$ cat config.mk
export PLATFORM = sky130hd
export DESIGN_NAME = bhr_pattern
export DESIGN_NICKNAME = d
export VERILOG_FILES = /design/src/rtl/core/bhr_pkg.sv /design/src/rtl/core/bhr_pattern.sv
export SDC_FILE = /design/constraint.sdc
export NUM_CORES = 1
export LEC_CHECK = 0
export BUFFER_PORTS_ARGS = -buffer_cell sky130_fd_sc_hd__buf_4
export CAP_MARGIN = 20
export CORE_MARGIN = 2
export CORE_UTILIZATION = 61
export DETAILED_ROUTE_END_ITERATION = 10
export MAX_ROUTING_LAYER = met4
export PLACE_DENSITY = 0.83
export SYNTH_ARGS = -nofsm -noshare
export SYNTH_HDL_FRONTEND = slang
export SYNTH_SLANG_ARGS = --single-unit
$ cat constraint.sdc
create_clock -name clk -period 17.4 [get_ports clk]
set_input_delay 2.61 -clock clk [delete_from_list [all_inputs] [get_ports clk]]
set_output_delay 2.61 -clock clk [all_outputs]
set_load 0.05 [all_outputs]
$ cat src/rtl/core/bhr_pkg.sv
// bhr_pkg: shared constants, types and helper functions of the box hessian response block
// no dependencies; imported by every other file of the block
`default_nettype none

package bhr_pkg;

  localparam int MAX_WIDTH   = 1024;
  localparam int WINDOW_ROWS = 64;
  localparam int BASE_SIZE   = 9;
  localparam int ROW_PITCH   = MAX_WIDTH + 1;
  localparam int STORE_DEPTH = WINDOW_ROWS * ROW_PITCH;
  localparam int ADDR_W      = $clog2(STORE_DEPTH);
  localparam int SLOT_W      = $clog2(WINDOW_ROWS);
  localparam int NLOBES      = 10;
  localparam int NCORNERS    = 4 * NLOBES;
  localparam int MAX_SIZE    = WINDOW_ROWS - 1;

  // field widths
  localparam int PIX_W   = 8;
  localparam int INT_W   = 32;
  localparam int POS_W   = 10;
  localparam int COORD_W = 11;
  localparam int STEP_W  = 5;
  localparam int SC_W    = $clog2(MAX_SIZE + 1);
  localparam int WT_W    = 24;
  localparam int DERIV_W = 28;
  localparam int ACC_W   = 52;
  localparam int DET_W   = 35;
  localparam int TRACE_W = 29;
  localparam int CFG_W   = 11;

  // serial divider widths
  localparam int PDIV_W  = COORD_W;
  localparam int WDIV_W  = 19;
  localparam int WDEN_W  = 13;

  // 0.81 in q16 and the reciprocal of the base size in q16 (rounded up)
  localparam logic [15:0] K081_Q16 = 16'd53084;
  localparam int          RECIP_BASE = (65536 + BASE_SIZE - 1) / BASE_SIZE;

  typedef enum logic [1:0] {
    CFG_FILTER_SIZE  = 2'd0,
    CFG_SAMPLE_STEP  = 2'd1,
    CFG_IMAGE_WIDTH  = 2'd2,
    CFG_IMAGE_HEIGHT = 2'd3
  } cfg_idx_t;

  // one lobe of the 9x9 base pattern: corners in base units, weight magnitude and sign
  typedef struct packed {
    logic [3:0] x1;
    logic [3:0] y1;
    logic [3:0] x2;
    logic [3:0] y2;
    logic [1:0] mag;
    logic       neg;
  } lobe_def_t;

  // dxx lobes 0..2, dyy lobes 3..5, dxy lobes 6..9
  function automatic lobe_def_t lobe_def(input logic [3:0] k);
    lobe_def_t d;
    case (k)
      4'd0:    d = '{x1: 4'd0, y1: 4'd2, x2: 4'd3, y2: 4'd7, mag: 2'd1, neg: 1'b0};
      4'd1:    d = '{x1: 4'd3, y1: 4'd2, x2: 4'd6, y2: 4'd7, mag: 2'd2, neg: 1'b1};
      4'd2:    d = '{x1: 4'd6, y1: 4'd2, x2: 4'd9, y2: 4'd7, mag: 2'd1, neg: 1'b0};
      4'd3:    d = '{x1: 4'd2, y1: 4'd0, x2: 4'd7, y2: 4'd3, mag: 2'd1, neg: 1'b0};
      4'd4:    d = '{x1: 4'd2, y1: 4'd3, x2: 4'd7, y2: 4'd6, mag: 2'd2, neg: 1'b1};
      4'd5:    d = '{x1: 4'd2, y1: 4'd6, x2: 4'd7, y2: 4'd9, mag: 2'd1, neg: 1'b0};
      4'd6:    d = '{x1: 4'd1, y1: 4'd1, x2: 4'd4, y2: 4'd4, mag: 2'd1, neg: 1'b0};
      4'd7:    d = '{x1: 4'd5, y1: 4'd1, x2: 4'd8, y2: 4'd4, mag: 2'd1, neg: 1'b1};
      4'd8:    d = '{x1: 4'd1, y1: 4'd5, x2: 4'd4, y2: 4'd8, mag: 2'd1, neg: 1'b1};
      4'd9:    d = '{x1: 4'd5, y1: 4'd5, x2: 4'd8, y2: 4'd8, mag: 2'd1, neg: 1'b0};
      default: d = '{x1: 4'd0, y1: 4'd0, x2: 4'd0, y2: 4'd0, mag: 2'd0, neg: 1'b0};
    endcase
    return d;
  endfunction

  // integral row r lives in slot r mod WINDOW_ROWS, each slot one pitch long
  function automatic logic [ADDR_W-1:0] ram_addr(input logic [COORD_W-1:0] row,
                                                 input logic [COORD_W-1:0] col);
    logic [ADDR_W-1:0] base;
    base = ADDR_W'(row[SLOT_W-1:0]) * ADDR_W'(ROW_PITCH);
    return base + ADDR_W'(col);
  endfunction

endpackage

`default_nettype wire

$ cat src/rtl/core/bhr_pattern.sv
// bhr_pattern: rescales the 9x9 box pattern to the filter size and derives q16 lobe weights
// depends on bhr_pkg for the base lobe table and widths
`default_nettype none

module bhr_pattern import bhr_pkg::*; (
  input  logic                   clk,
  input  logic                   rst_n,
  input  logic                   start,
  input  logic [SC_W-1:0]        size,
  input  logic [3:0]             x_idx,
  input  logic [3:0]             y_idx,
  input  logic [3:0]             wt_idx,
  output logic                   busy,
  output logic [SC_W-1:0]        sc_x,
  output logic [SC_W-1:0]        sc_y,
  output logic signed [WT_W-1:0] wt
);

  localparam int WCNT_W = $clog2(WDIV_W);
  localparam int AREA_W = 2 * SC_W;

  typedef enum logic [2:0] {
    P_IDLE, P_SCALE, P_LOBE, P_SPAN, P_AREA, P_DIV, P_STORE
  } pstate_t;

  pstate_t             state_r;
  logic [3:0]          v_r;
  logic [WCNT_W-1:0]   bit_r;
  logic [SC_W-1:0]     x1_r, y1_r, w_r, h_r;
  logic [WDIV_W-1:0]   num_r, num_nxt;
  logic [WDEN_W-1:0]   rem_r, rem_nxt, den_r;
  logic [SC_W-1:0]     sc_x_r [NLOBES];
  logic [SC_W-1:0]     sc_y_r [NLOBES];
  logic signed [WT_W-1:0] wt_r [NLOBES];

  lobe_def_t           def;
  logic [3:0]          xa, ya;
  logic [SC_W-1:0]     xv, yv;
  logic [9:0]          base_x;
  logic [22:0]         scaled;
  logic [AREA_W-1:0]   area;
  logic [WDEN_W:0]     shifted;
  logic [WDEN_W+1:0]   diff;

  assign def = lobe_def(v_r);

  always_comb begin
    xa = x_idx;
    ya = y_idx;
    if (state_r == P_LOBE) begin
      xa = def.x1;
      ya = def.y1;
    end else if (state_r == P_SPAN) begin
      xa = def.x2;
      ya = def.y2;
    end
  end

  assign xv   = sc_x_r[xa];
  assign yv   = sc_y_r[ya];
  assign sc_x = xv;
  assign sc_y = yv;
  assign wt   = wt_r[wt_idx];
  assign busy = (state_r != P_IDLE);

  // v * size / 9 by reciprocal multiply, exact for the products that occur here
  assign base_x = 10'(v_r) * 10'(size);
  assign scaled = 23'(base_x) * 23'(RECIP_BASE);
  assign area   = AREA_W'(w_r) * AREA_W'(h_r);

  always_comb begin
    shifted = {rem_r, num_r[WDIV_W-1]};
    diff    = {1'b0, shifted} - {2'b00, den_r};
    if (!diff[WDEN_W+1]) begin
      rem_nxt = diff[WDEN_W-1:0];
      num_nxt = {num_r[WDIV_W-2:0], 1'b1};
    end else begin
      rem_nxt = shifted[WDEN_W-1:0];
      num_nxt = {num_r[WDIV_W-2:0], 1'b0};
    end
  end

  always_ff @(posedge clk) begin
    if (!rst_n) begin
      state_r <= P_SCALE;
      v_r     <= '0;
      bit_r   <= '0;
    end else if (start) begin
      state_r <= P_SCALE;
      v_r     <= '0;
      bit_r   <= '0;
    end else begin
      case (state_r)
        P_IDLE: begin
        end
        P_SCALE: begin
          sc_x_r[v_r] <= scaled[16 +: SC_W];
          sc_y_r[v_r] <= scaled[16 +: SC_W];
          if (v_r == 4'(NLOBES - 1)) begin
            v_r     <= '0;
            state_r <= P_LOBE;
          end else begin
            v_r <= v_r + 1'b1;
          end
        end
        P_LOBE: begin
          x1_r    <= xv;
          y1_r    <= yv;
          state_r <= P_SPAN;
        end
        P_SPAN: begin
          w_r     <= xv - x1_r;
          h_r     <= yv - y1_r;
          state_r <= P_AREA;
        end
        P_AREA: begin
          // round(2^16 * mag / area), half up
          num_r   <= WDIV_W'({def.mag, 17'b0}) + WDIV_W'(area);
          den_r   <= WDEN_W'({area, 1'b0});
          rem_r   <= '0;
          bit_r   <= '0;
          state_r <= P_DIV;
        end
        P_DIV: begin
          num_r <= num_nxt;
          rem_r <= rem_nxt;
          bit_r <= bit_r + 1'b1;
          if (bit_r == WCNT_W'(WDIV_W - 1)) begin
            state_r <= P_STORE;
          end
        end
        P_STORE: begin
          wt_r[v_r] <= def.neg ? -WT_W'(num_r) : WT_W'(num_r);
          if (v_r == 4'(NLOBES - 1)) begin
            state_r <= P_IDLE;
          end else begin
            v_r     <= v_r + 1'b1;
            state_r <= P_LOBE;
          end
        end
        default: state_r <= P_IDLE;
      endcase
    end
  end

endmodule

`default_nettype wire

==> metrics.md <==
| Metric | Value |
|---|---|
| Width of the chip | approximately 190 µm |
| Leakage power | about 0.0090 µW |
| RSZ-0062 raised after global routing | no |
| Data arrival time of the critical path | 9.96 ns |
| Clock tree from TritonCTS | yes |
| Startpoint types | primary input |
| Layout overhead on the synthesized area | 10.8% |
| Average cell area after synthesis | about 14 µm² |
| Total negative setup slack | 0 ns |
| Max-slew headroom at the worst pin | ~33% |
| Initial core utilization | between 60 and 70% |
| Layout Cell Area excl Fill | 0.0233 mm² |
| Power density relative to cell area | between 80 and 90 mW/mm² |
| Total of warnings raised by yosys | 0 |
| CTS Root Cell | sky130_fd_sc_hd__clkbuf_16 |
| Maximum clock skew at final layout | 0.0123 ns |
| Post-synthesis instance total | between 1000 and 1500 |
| Number of global-route vias before repair | between 10000 and 15000 |
| # Max-Cap Violations | 0 |
| Most area-consuming cells after synthesis | sky130_fd_sc_hd__edfxtp_1 53%, sky130_fd_sc_hd__ha_1 8.0%, sky130_fd_sc_hd__mux4_2 7.4% |
| Worst Setup End Kind | flop |
| Source-to-sink clock delay at the later pin of the worst-skew pair | 0.54 ns |
| Count of cell types in the netlist | between 70 and 80 |
| Fraction of layout cells with a size suffix above 1 | between 10% and 20% |
| Worst-case clock buffer depth | 3 |
| Top fanout value on the critical path | 10 |
| Standard cell area after detailed placement | between 0.02 and 0.025 mm² |
| Count of buffers from port buffering | 57 |
| Slew at the pin with the worst max-slew slack | between 1 and 1.5 ns |
| Peak VDD IR | around 88 µV |
| F_max | 103 MHz |
| Setup Slack @ Placement | between 7 and 8 ns |
| Total Die Area | approximately 0.036 mm² |
| Hold-fix buffer count after cts | 0 |
| Post-route fraction of the period consumed by the critical path | 55.8% |
| Required time at the worst-slack endpoint | between 15 and 20 ns |
| Chip height | ~190 µm |
| Via total after detailed routing | about 12000 |
| Final setup violating endpoints | 0 |
| Final Wtd Congestion | 0.879 |
| Overall track demand over capacity in global routing | roughly 26% |
| DRC violation total after the first TritonRoute iteration | roughly 1100 |
| Cts repair resizes | 0 |
| Largest net degree at the start of global routing | approximately 50 |
| Post-DP HPWL | 28200 µm |
| Result of the run | completed |
| Final hold vios | 0 |
| Share of flip-flops with an asynchronous set or reset after synthesis | 0% |
| Clock-pin slew of the registers on the worst-case setup and hold paths | around 0.060 ns |
| Remaining global-route overflow | 0 |
| Drt via density | a little over 6 |
| First-pass GRT wire length | 69300 µm |
| Residual DRC count | 0 |
| Area of the mapped netlist | 0.0210 mm² |
| Share of the synthesized area in the top cell type | between 50% and 60% |
| Main flop type after synthesis | sky130_fd_sc_hd__edfxtp_1 |
| Minimum clock period | ~10 ns |
| Number of enable-type register cells in the synthesized netlist | 368 |
| CTS sink cnt | roughly 400 |
| DRT Pass-1 Iters | 5 |
| Type of the worst setup path | primary input to flop |
| Placement row count | 67 |
| Number of antenna violations at the first check in global routing | 1 |
| Path type of the worst min-delay path | flop to flop |
| NumNets Final | 1776 |
| WL/cell | ~21 µm |
| Num ports | between 50 and 60 |
| CTS H-Tree Depth | 2 |
| Crit path setup slack, layout | between 7 and 8 ns |
| Number of flip-flops and latches in the synthesized netlist | approximately 400 |
| Syn_nets | roughly 1700 |
| Yosys top cell by area | sky130_fd_sc_hd__edfxtp_1 |
| Portion of the post-synthesis area used by sequential elements | a little under three fifths |
| Aggregate routed wire length | 43600 µm |
| Number of buffers created by CTS | 40 |
| Post-CTS Setup Repair Bufs | 0 |
| Number of nets still failing antenna checks after routing | 0 |
| Number of pins exceeding their max-slew limit in the final report | 0 |
| Worst Hold Slack | 0.499 ns |
| Core region area | ~0.034 mm² |
path summary, 6_finish.rpt:
check,from,end,slack [ns],depth (start not counted)
min reg2reg,def[2],num_r[18],0.50,2
max reg2reg,v_r[3],sc_y_r[3][3],9.15,26
max,size[1],sc_y_r[3][3],7.69,27
min,def[2],num_r[18],0.50,2
where the power goes:
| part | internal (µW) | switching (µW) |
|---|---|---|
| Sequential | 1040 | 2.52 |
| Clock | 513 | 349 |
| Combinational | 61.9 | 106 |
| Total | 1620 | 457 |
critical path, stage by stage:
cell and delay, ns:
sky130_fd_sc_hd__buf_4 0.12, sky130_fd_sc_hd__and2_1 0.17, sky130_fd_sc_hd__fa_1 0.54, sky130_fd_sc_hd__inv_1 0.06, sky130_fd_sc_hd__fa_1 0.53, sky130_fd_sc_hd__inv_1 0.05, sky130_fd_sc_hd__ha_1 0.33, sky130_fd_sc_hd__a21oi_1 0.22
sky130_fd_sc_hd__nor2b_1 0.08, sky130_fd_sc_hd__o21a_1 0.18, sky130_fd_sc_hd__o41ai_1 0.49, sky130_fd_sc_hd__xnor2_1 0.30, sky130_fd_sc_hd__fa_1 0.61, sky130_fd_sc_hd__inv_1 0.05, sky130_fd_sc_hd__ha_1 0.31, sky130_fd_sc_hd__inv_1 0.08
sky130_fd_sc_hd__fa_1 0.54, sky130_fd_sc_hd__inv_1 0.06, sky130_fd_sc_hd__fa_1 0.48, sky130_fd_sc_hd__ha_1 0.32, sky130_fd_sc_hd__ha_1 0.29, sky130_fd_sc_hd__nand3_1 0.08, sky130_fd_sc_hd__o221ai_1 0.27, sky130_fd_sc_hd__nor3_1 0.08
sky130_fd_sc_hd__a211o_1 0.38, sky130_fd_sc_hd__o21bai_1 0.20, sky130_fd_sc_hd__xor2_1 0.54
flip-flops by register name, indices dropped and copies added, names as in the netlist, 12 cells and up:
register and flops:
den_r 12, wt_r 240, num_r 19, sc_y_r 60
rem_r 13, def 15
Yosys cell counts, drive strengths merged (3+ instances only):
cell type	count
dfxtp	27
o41a	3
a211o	3
o21bai	5
a31oi	4
nand2b	9
mux2i	58
o21a	11
and2	56
inv	124
nor3	16
nor2	40
xor2	17
mux4	69
a211oi	40
mux2	10
ha	135
a21o	10
xnor2	38
a21oi	79
nand4b	4
or3	7
and3	8
nand2	80
nand4	7
nor4b	3
fa	54
nand3b	5
clkbuf	35
o21ai	36
o31ai	6
o211ai	7
buf	20
o311ai	3
nor3b	4
o41ai	3
nor4	3
nand3	14
edfxtp	368
o22ai	5
nor2b	44
or4	5
layout make-up:
class | instances | area [µm²]
Sequential cell | 395 | 11600
Fill cell | 2244 | 10400
Multi-Input combinational cell | 924 | 8720
Clock buffer | 51 | 1070
Timing Repair Buffer | 81 | 612
Tap cell | 448 | 561
Inverter | 124 | 465
Clock inverter | 19 | 240
Antenna cell | 1 | 2.50
layout by cell type, fill, tap and decap left out, drive strengths merged, types with 8 or more instances in the layout:
cell	instances
edfxtp	368
ha	135
inv	126
buf	81
nand2	80
a21oi	79
mux4	69
mux2i	58
and2	56
fa	54
clkbuf	51
nor2b	44
a211oi	40
nor2	40
xnor2	38
o21ai	36
dfxtp	27
xor2	17
nor3	16
nand3	14
clkinv	12
o21a	11
a21o	10
mux2	10
nand2b	9
and3	8
metal layers:
layer  vias up  GRT usage (%)  wire, µm  share of wire [%]
met2       415           43.2     22200                 51
li1       5732              -         -                  -
met4         0           7.25       937                2.1
met3        82           3.71      2600                6.0
met5         -              -         0                  0
met1      6223           32.9     17900                 41
cells by family (layout without fill, tap and decap cells):
| group | Yosys count | in the layout | share of synthesized area, % |
|---|---|---|---|
| flip-flops | 395 | 395 | 55.2 |
| AO/OA/AOI/OAI | 231 | 231 | 7.16 |
| buffers and inverters | 179 | 275 | 3.35 |
| multiplexers | 137 | 137 | 10.8 |
| AND/OR/NAND/NOR | 312 | 312 | 7.99 |
| adder cells (fa/ha/maj) | 189 | 189 | 13.2 |
| XOR/XNOR | 55 | 55 | 2.29 |
| other | 0 | 1 | 0 |
stage by stage:
step           utilization, %  cells  total power [µW]
2_1_floorplan               -   1498              1190
3_3_place_gp             65.1   1970              1230
3_5_place_dp             65.1   1970              1230
4_1_cts                  69.0   2040              2090
5_1_grt                  69.0   2043              2140
6_report                 69.0   2043              2070
(Power assumes the default switching activity.)
