[src/rtl/core/bhr_pkg.sv]
// bhr_pkg: shared constants, types and helper functions of the box hessian response block
// no dependencies; imported by every other file of the block
`default_nettype none

package bhr_pkg;

  localparam int MAX_WIDTH   = 1024;
  localparam int WINDOW_ROWS = 64;
  localparam int BASE_SIZE   = 9;
  localparam int ROW_PITCH   = MAX_WIDTH + 1;
  localparam int STORE_DEPTH = WINDOW_ROWS * ROW_PITCH;
  localparam int ADDR_W      = $clog2(STORE_DEPTH);
  localparam int SLOT_W      = $clog2(WINDOW_ROWS);
  localparam int NLOBES      = 10;
  localparam int NCORNERS    = 4 * NLOBES;
  localparam int MAX_SIZE    = WINDOW_ROWS - 1;

  // field widths
  localparam int PIX_W   = 8;
  localparam int INT_W   = 32;
  localparam int POS_W   = 10;
  localparam int COORD_W = 11;
  localparam int STEP_W  = 5;
  localparam int SC_W    = $clog2(MAX_SIZE + 1);
  localparam int WT_W    = 24;
  localparam int DERIV_W = 28;
  localparam int ACC_W   = 52;
  localparam int DET_W   = 35;
  localparam int TRACE_W = 29;
  localparam int CFG_W   = 11;

  // serial divider widths
  localparam int PDIV_W  = COORD_W;
  localparam int WDIV_W  = 19;
  localparam int WDEN_W  = 13;

  // 0.81 in q16 and the reciprocal of the base size in q16 (rounded up)
  localparam logic [15:0] K081_Q16 = 16'd53084;
  localparam int          RECIP_BASE = (65536 + BASE_SIZE - 1) / BASE_SIZE;

  typedef enum logic [1:0] {
    CFG_FILTER_SIZE  = 2'd0,
    CFG_SAMPLE_STEP  = 2'd1,
    CFG_IMAGE_WIDTH  = 2'd2,
    CFG_IMAGE_HEIGHT = 2'd3
  } cfg_idx_t;

  // one lobe of the 9x9 base pattern: corners in base units, weight magnitude and sign
  typedef struct packed {
    logic [3:0] x1;
    logic [3:0] y1;
    logic [3:0] x2;
    logic [3:0] y2;
    logic [1:0] mag;
    logic       neg;
  } lobe_def_t;

  // dxx lobes 0..2, dyy lobes 3..5, dxy lobes 6..9
  function automatic lobe_def_t lobe_def(input logic [3:0] k);
    lobe_def_t d;
    case (k)
      4'd0:    d = '{x1: 4'd0, y1: 4'd2, x2: 4'd3, y2: 4'd7, mag: 2'd1, neg: 1'b0};
      4'd1:    d = '{x1: 4'd3, y1: 4'd2, x2: 4'd6, y2: 4'd7, mag: 2'd2, neg: 1'b1};
      4'd2:    d = '{x1: 4'd6, y1: 4'd2, x2: 4'd9, y2: 4'd7, mag: 2'd1, neg: 1'b0};
      4'd3:    d = '{x1: 4'd2, y1: 4'd0, x2: 4'd7, y2: 4'd3, mag: 2'd1, neg: 1'b0};
      4'd4:    d = '{x1: 4'd2, y1: 4'd3, x2: 4'd7, y2: 4'd6, mag: 2'd2, neg: 1'b1};
      4'd5:    d = '{x1: 4'd2, y1: 4'd6, x2: 4'd7, y2: 4'd9, mag: 2'd1, neg: 1'b0};
      4'd6:    d = '{x1: 4'd1, y1: 4'd1, x2: 4'd4, y2: 4'd4, mag: 2'd1, neg: 1'b0};
      4'd7:    d = '{x1: 4'd5, y1: 4'd1, x2: 4'd8, y2: 4'd4, mag: 2'd1, neg: 1'b1};
      4'd8:    d = '{x1: 4'd1, y1: 4'd5, x2: 4'd4, y2: 4'd8, mag: 2'd1, neg: 1'b1};
      4'd9:    d = '{x1: 4'd5, y1: 4'd5, x2: 4'd8, y2: 4'd8, mag: 2'd1, neg: 1'b0};
      default: d = '{x1: 4'd0, y1: 4'd0, x2: 4'd0, y2: 4'd0, mag: 2'd0, neg: 1'b0};
    endcase
    return d;
  endfunction

  // integral row r lives in slot r mod WINDOW_ROWS, each slot one pitch long
  function automatic logic [ADDR_W-1:0] ram_addr(input logic [COORD_W-1:0] row,
                                                 input logic [COORD_W-1:0] col);
    logic [ADDR_W-1:0] base;
    base = ADDR_W'(row[SLOT_W-1:0]) * ADDR_W'(ROW_PITCH);
    return base + ADDR_W'(col);
  endfunction

endpackage

`default_nettype wire

[src/rtl/core/bhr_pdiv.sv]
// bhr_pdiv: radix-2 restoring divider for sample positions, one quotient bit per cycle
// depends on bhr_pkg for widths
`default_nettype none

module bhr_pdiv import bhr_pkg::*; (
  input  logic               clk,
  input  logic               rst_n,
  input  logic               start,
  input  logic [PDIV_W-1:0]  dividend,
  input  logic [STEP_W-1:0]  divisor,
  output logic               done,
  output logic [PDIV_W-1:0]  quo,
  output logic [STEP_W-1:0]  rem
);

  localparam int CNT_W = $clog2(PDIV_W);

  logic              run_r;
  logic              done_r;
  logic [CNT_W-1:0]  cnt_r;
  logic [PDIV_W-1:0] quo_r, quo_nxt;
  logic [STEP_W-1:0] rem_r, rem_nxt;
  logic [STEP_W-1:0] div_r;
  logic [STEP_W:0]   shifted;
  logic [STEP_W+1:0] diff;

  always_comb begin
    shifted = {rem_r, quo_r[PDIV_W-1]};
    diff    = {1'b0, shifted} - {2'b00, div_r};
    if (!diff[STEP_W+1]) begin
      rem_nxt = diff[STEP_W-1:0];
      quo_nxt = {quo_r[PDIV_W-2:0], 1'b1};
    end else begin
      rem_nxt = shifted[STEP_W-1:0];
      quo_nxt = {quo_r[PDIV_W-2:0], 1'b0};
    end
  end

  always_ff @(posedge clk) begin
    if (!rst_n) begin
      run_r  <= 1'b0;
      done_r <= 1'b0;
      cnt_r  <= '0;
    end else begin
      done_r <= 1'b0;
      if (start) begin
        run_r <= 1'b1;
        cnt_r <= '0;
      end else if (run_r) begin
        cnt_r <= cnt_r + 1'b1;
        if (cnt_r == CNT_W'(PDIV_W - 1)) begin
          run_r  <= 1'b0;
          done_r <= 1'b1;
        end
      end
    end
  end

  always_ff @(posedge clk) begin
    if (start) begin
      quo_r <= dividend;
      rem_r <= '0;
      div_r <= divisor;
    end else if (run_r) begin
      quo_r <= quo_nxt;
      rem_r <= rem_nxt;
    end
  end

  assign done = done_r;
  assign quo  = quo_r;
  assign rem  = rem_r;

endmodule

`default_nettype wire

[config.mk]
export PLATFORM = sky130hd
export DESIGN_NAME = bhr_pdiv
export DESIGN_NICKNAME = d
export VERILOG_FILES = /design/src/rtl/core/bhr_pkg.sv /design/src/rtl/core/bhr_pdiv.sv
export SDC_FILE = /design/constraint.sdc
export NUM_CORES = 1
export LEC_CHECK = 0
export BUFFER_PORTS_ARGS = -buffer_cell sky130_fd_sc_hd__buf_4
export CAP_MARGIN = 30
export CORE_MARGIN = 5
export CORE_UTILIZATION = 50
export DETAILED_ROUTE_END_ITERATION = 12
export GPL_TIMING_DRIVEN = 0
export PLACE_DENSITY = 0.79
export SYNTH_ARGS = -nofsm -noshare
export SYNTH_HDL_FRONTEND = slang
export SYNTH_SLANG_ARGS = --single-unit
[constraint.sdc]
create_clock -name clk -period 2.8 [get_ports clk]
set_input_delay 0 -clock clk [delete_from_list [all_inputs] [get_ports clk]]
set_output_delay 0 -clock clk [all_outputs]
set_load 0.02 [all_outputs]
==> results.yml, run 1 <==
run_status:
  status: "finished, final reports clean"
grt:
  grt_pass1_wl_um: 4360
  grt_usage_pct: 16.44
  grt_max_degree: 16
  use_met2_pct: 29.17
  grt_pass1_vias: 965
  grt_util_met1_pct: 18.54
  overflow: 0
  use_met3_pct: 4.468
  antenna_found_initial: 0
  grt_busiest_layer: "met2"
power_and_ir_drop:
  power_density_nw_per_um2: 463.6
  p_leak_nw: 0.7631
  power_w: 0.0008278
  peakVddDrop_v: 0.0004569
timing:
  hold_violations: 0
  setup_viol: 0
  clock.fmax_mhz: 469.4
  slew_violations: 0
  layout_min_cycle_time_ns: 2.130
  fin_skew_ns: 0.005869
  timing.final.ws_setup_ns: 0.6698
  whs_ns: 0.3988
  slew_headroom_pct: 72.58
  post-route-period-util_pct: 76.08
  rsz0062_at_grt: "no"
  fin_tns_setup_ns: 0
  tightest_slew_ns: 0.4070
synthesis:
  synth_edf_count: 16
  ys_ff_latch: 27
  seq_area_frac_synth_pct: 54.85
  yosysTopAreaCell: "edfxtp_1"
  yosysMostFrequentCell: "edfxtp_1"
  ys_warn_count: 0
  synth_cell_types: 31
  syn_inst: 104
  syn_nets: 131
  async_flop_share_pct: 0
  synth_ff_type: "edfxtp_1"
  synth_common_cells: "16 x edfxtp_1, 11 x dfxtp_1, 11 x mux2_2"
  syn_area_per_cell_um2: 12.28
  synthTopCellsByArea: "edfxtp_1 38%, dfxtp_1 17%, mux2_2 9.7%"
  mappedNetlistArea_um2: 1277
  synth_top_cell_area_share_pct: 37.61
worst_setup_path:
  critPathKind: "register to register"
  cp-end-kind: "register"
  required_ns: 2.88
  regToRegSetupSlack_ns: 0.67
  critPathMaxFanout: 8
  worstPathArrival_ns: 2.21
  startpoint_type: "register"
die:
  start_util_pct: 52.04
  core_area_um2: 2455
  dieArea_um2: 3666
  fp.dieW_um: 60.55
  design.portCount: 36
  rows: 18
  die_h_um: 60.55
cells_and_area:
  fin_nets: 189
  multiInputGateArea_um2: 526.8
  syn2layout_area_growth_pct: 39.76
  drive_gt1_share_pct: 34.78
  regArea_um2: 700.7
  finalCoreUtilization_pct: 72.73
  nFillCells: 164
  antenna_cells: 0
drt:
  drt-pass1-iter-count: 4
  drt_iter0_drc: 21
  ant_nets: 0
  vias_per_cell: 5.031
  num_vias: 961
  wl_um: 2734
  routedWlPerCell_um: 14.31
  drcViolationCount: 0
min_path:
  hp-class: "input pin to register"
clock_network:
  clkTransAtPathRegs_ns: 0.14
  clockBufferDepth: 2
  cts_tree: "built"
  clk_latency_ns: 0.31
  htreeDepth: 1
  cts_hold_buffers: 18
  cts-buffers-inserted: 3
  cts_resized: 0
  clock_sinks: 27
  root_buffer: "clkbuf_4"
  postCtsSetupBuffers: 0
placed_design:
  port_buffers: 35
  gp_congestion: 0.7948
  dp_slack_ns: 0.7004
  hpwl_um: 1841
flow_run:
  maxCapViolCount: 0
[critical path, stage by stage (launching register included)]
cell      delay, ns
edfxtp_1       0.41
inv_1          0.10
ha_1           0.15
inv_1          0.06
fa_1           0.42
a211oi_2       0.33
o21ai_4        0.16
mux2_2         0.28
[state kept, by name, summed over array words and instances (netlist names)]
register  flops
cnt_r         4
div_r         5
done          1
quo          11
rem           5
run_r         1
[metrics by stage]
step,area [um2],instances
finish,1785,191
detailed placement,1578,169
floorplan,1277,104
global route,1785,191
CTS,1785,191
global placement,1578,169
[metal layers]
layer | routed length [um] | share of wire [%] | vias to the layer above
met2 | 1418 | 52 | 26
met4 | 29 | 1.1 | 0
li1 | - | - | 482
met1 | 1071 | 39 | 449
met5 | 0 | 0 | -
met3 | 214 | 7.8 | 4
[cell type report]
class                   instances  share of cell area, %
clock inverters                 1                 0.2803
flip-flops and latches         27                  39.24
multi-input cells              65                  29.50
inverters                       9                  1.892
plain buffers                   3                 0.9110
well taps                      30                  2.102
repair buffers                 53                  24.81
clock buffers                   3                  1.261
[layout by cell type (no fill, tap or decap)]
cell           instances
o21ai_0                1
buf_2                  1
mux2_2                11
ha_1                   7
clkbuf_1               1
a211oi_1               1
clkinv_2               1
nand3_1                2
a22o_1                 2
fa_1                   1
buf_4                 36
nor2_1                 7
xor2_1                 4
a2111oi_2              1
o211ai_1               2
o21ai_4                1
nand2_1                8
a21o_1                 1
a21oi_1                2
mux2i_1                1
nand3b_1               2
a31o_2                 1
o21ai_1                1
inv_1                  9
dfxtp_1               11
nand2b_1               1
nor3_1                 3
dlygate4sd3_1         18
a211oi_2               1
edfxtp_1              16
nand4_1                1
xnor2_1                1
nor2b_1                2
clkbuf_4               3
[worst paths after layout]
check / start / to / cells past startpoint
worst max-delay path: quo[10]$_DFFE_PP_ / quo[0]$_DFFE_PP_ / 7
worst min-delay path: divisor[4] / div_r[4]$_DFFE_PP_ / 2
worst max register to register: quo[10]$_DFFE_PP_ / quo[0]$_DFFE_PP_ / 7
worst min register to register: rem[1]$_SDFFE_PP0P_ / rem[2]$_SDFFE_PP0P_ / 2
[cell families (layout without fill, tap and decap cells)]
kind of cell	Yosys count	count (layout)	share of synthesized area [%]
fa+ha+maj	8	8	8.423
flops	27	27	54.85
buf+inv	12	69	3.917
simple gates	26	26	9.501
mux	12	12	10.48
xor+xnor	5	5	3.428
compound gates	14	14	9.402
[power by group]
group / internal (W) / switching [W] / leakage [nW]
clock network: 0.0000534 / 0.000106 / 0.0177
logic: 0.0000997 / 0.0000971 / 0.496
registers: 0.000454 / 0.0000171 / 0.250
total: 0.000608 / 0.000220 / 0.763
Note: power is estimated with default switching activity, not from simulation.
==> run 2, diff against run 1 <==
Settings changed: ABC_AREA set to 1, CORE_UTILIZATION 50 to 46, PLACE_DENSITY 0.79 to 0.76.
Clock period 2.8 ns to 1.85 ns, I/O delays scaled along.
==> run 2 against run 1 <==
Final area rose by 2.3%. Critical path depth grew 1. Area after synthesis increased by 3.7%.
==> results.yml, run 2 <==
worst_setup_path:
  setup.worst_path.start: "quo[10]$_DFFE_PP_"
  critPathKind: "register to register"
  critPathMaxFanout: 7
  r2r_start: "quo[10]$_DFFE_PP_"
  startpoint_type: "register"
  cp-end-kind: "register"
  required_ns: 1.94
  worstPathArrival_ns: 1.79
die:
  design.portCount: 36
  core_area_um2: 2758
  fp.dieW_um: 63.67
  dieArea_um2: 4054
  start_util_pct: 48.05
  rows: 19
  die_h_um: 63.67
timing:
  post-route-period-util_pct: 91.64
  slew_violations: 0
  clock.fmax_mhz: 589.8
  tightest_slew_ns: 0.4581
  whs_ns: 0.04905
  fin_skew_ns: 0.003007
  setup_viol: 0
  slew_headroom_pct: 69.42
  timing.final.ws_setup_ns: 0.1546
  layout_min_cycle_time_ns: 1.695
  fin_tns_setup_ns: 0
  rsz0062_at_grt: "no"
  hold_violations: 0
power_and_ir_drop:
  power_density_nw_per_um2: 708.5
  p_leak_nw: 0.8805
  peakVddDrop_v: 0.0004962
grt:
  grt_pass1_wl_um: 4885
  grt_max_degree: 17
  grt_pass1_vias: 1094
  grt_usage_pct: 14.69
  antenna_found_initial: 0
  overflow: 0
drt:
  ant_nets: 0
  wl_um: 2876
  routedWlPerCell_um: 12.61
  drt-pass1-iter-count: 4
  drt_iter0_drc: 38
  drcViolationCount: 0
  num_vias: 1136
  vias_per_cell: 4.982
clock_network:
  cts-buffers-inserted: 3
  clk_latency_ns: 0.32
  cts_tree: "built"
  clockBufferDepth: 2
  root_buffer: "clkbuf_4"
  clkTransAtPathRegs_ns: 0.15
  htreeDepth: 1
  clock_sinks: 27
cells_and_area:
  layout_common_cells: "51 x nand2_1, 35 x buf_4, 17 x dlygate4sd3_1, 16 x edfxtp_1, 13 x inv_1"
  antenna_cells: 0
  drive_gt1_share_pct: 25.38
  finalCoreUtilization_pct: 66.24
  syn2layout_area_growth_pct: 37.87
  layout_commonest_cell: "nand2_1"
  fin_nets: 225
  largest_register_ffs: 11
placed_design:
  gp_congestion: 0.7345
  hpwl_um: 2123
  port_buffers: 35
  dp_slack_ns: 0.1699
min_path:
  worstHoldStart: "dividend[0]"
  hp-class: "input pin to register"
synthesis:
  yosysTopAreaCell: "edfxtp_1"
  syn_nets: 168
  mappedNetlistArea_um2: 1325
  ys_warn_count: 0
  synth_common_cells: "51 x nand2_1, 16 x edfxtp_1, 13 x inv_1"
  synthTopCellsByArea: "edfxtp_1 36%, dfxtp_1 17%, nand2_1 14%"
  synth_cell_types: 27
  synth_ff_type: "edfxtp_1"
  async_flop_share_pct: 0
  synth_top_cell_area_share_pct: 36.26
  seq_area_frac_synth_pct: 52.88
  yosysMostFrequentCell: "nand2_1"
  syn_area_per_cell_um2: 9.397
  syn_inst: 141
  synth_edf_count: 16
  ys_ff_latch: 27
flow_run:
  maxCapViolCount: 0
run_status:
  status: "finished, final reports clean"
[run 2: stage by stage]
stage	instance area [um2]	instances	total power, W
finish	1827	228	0.001294
global route	1827	228	0.001373
CTS	1827	228	0.001314
detailed placement	1627	207	0.001022
global placement	1627	207	0.001012
floorplan	1325	141	0.0009054
[run 2: cell type report]
class                           instances  area (um2)
Tap cell                               31       38.79
Clock inverter                          1       7.507
Clock buffer                            3       22.52
Timing Repair Buffer                   52       432.9
Fill cell                             209       930.9
Sequential cell                        27       700.7
Multi-Input combinational cell         97       556.8
Buffer                                  3       15.01
Inverter                               14       52.55
[run 2: final timing paths]
path	to	slack [ns]	cells after the start
max	quo[0]$_DFFE_PP_	0.15	8
min	quo[0]$_DFFE_PP_	0.05	3
max reg2reg	quo[0]$_DFFE_PP_	0.15	8
min reg2reg	rem[2]$_SDFFE_PP0P_	0.50	2
[run 2: cells by family after synthesis]
logic type      count (synthesis)  share of synthesized area (%)
compound gates                  9                          4.155
xor+xnor                        1                         0.6611
fa+ha+maj                       8                          8.121
buf+inv                        17                          5.099
flops                          27                          52.88
simple gates                   79                          29.08
[run 2: where the power goes]
group	internal, W	leakage (nW)	switching (W)
logic	0.000151	0.615	0.000170
registers	0.000688	0.251	0.0000272
clock network	0.0000826	0.0139	0.000176
[run 2: per-layer routing]
layer / vias to the layer above / track usage [%] / wire (um)
li1: 577 / - / -
met1: 533 / 17.88 / 1219
met2: 22 / 26.27 / 1524
met3: 4 / 2.131 / 105
met4: 0 / 4.675 / 26
met5: - / 0 / 0
[run 2: timing repair]
action / in CTS / in global routing
endpoints found under the hold margin: 21 / 0
buffers inserted: 0 / 0
resized for setup: 0 / 0
hold buffers: 17 / 0
[run 2: critical path, cell delays in order, from the launching register on]
cell,delay (ns)
edfxtp_1,0.41
inv_1,0.09
ha_1,0.14
inv_1,0.05
fa_1,0.39
nand2_1,0.09
nand2_2,0.08
nand3_4,0.11
a31oi_1,0.10
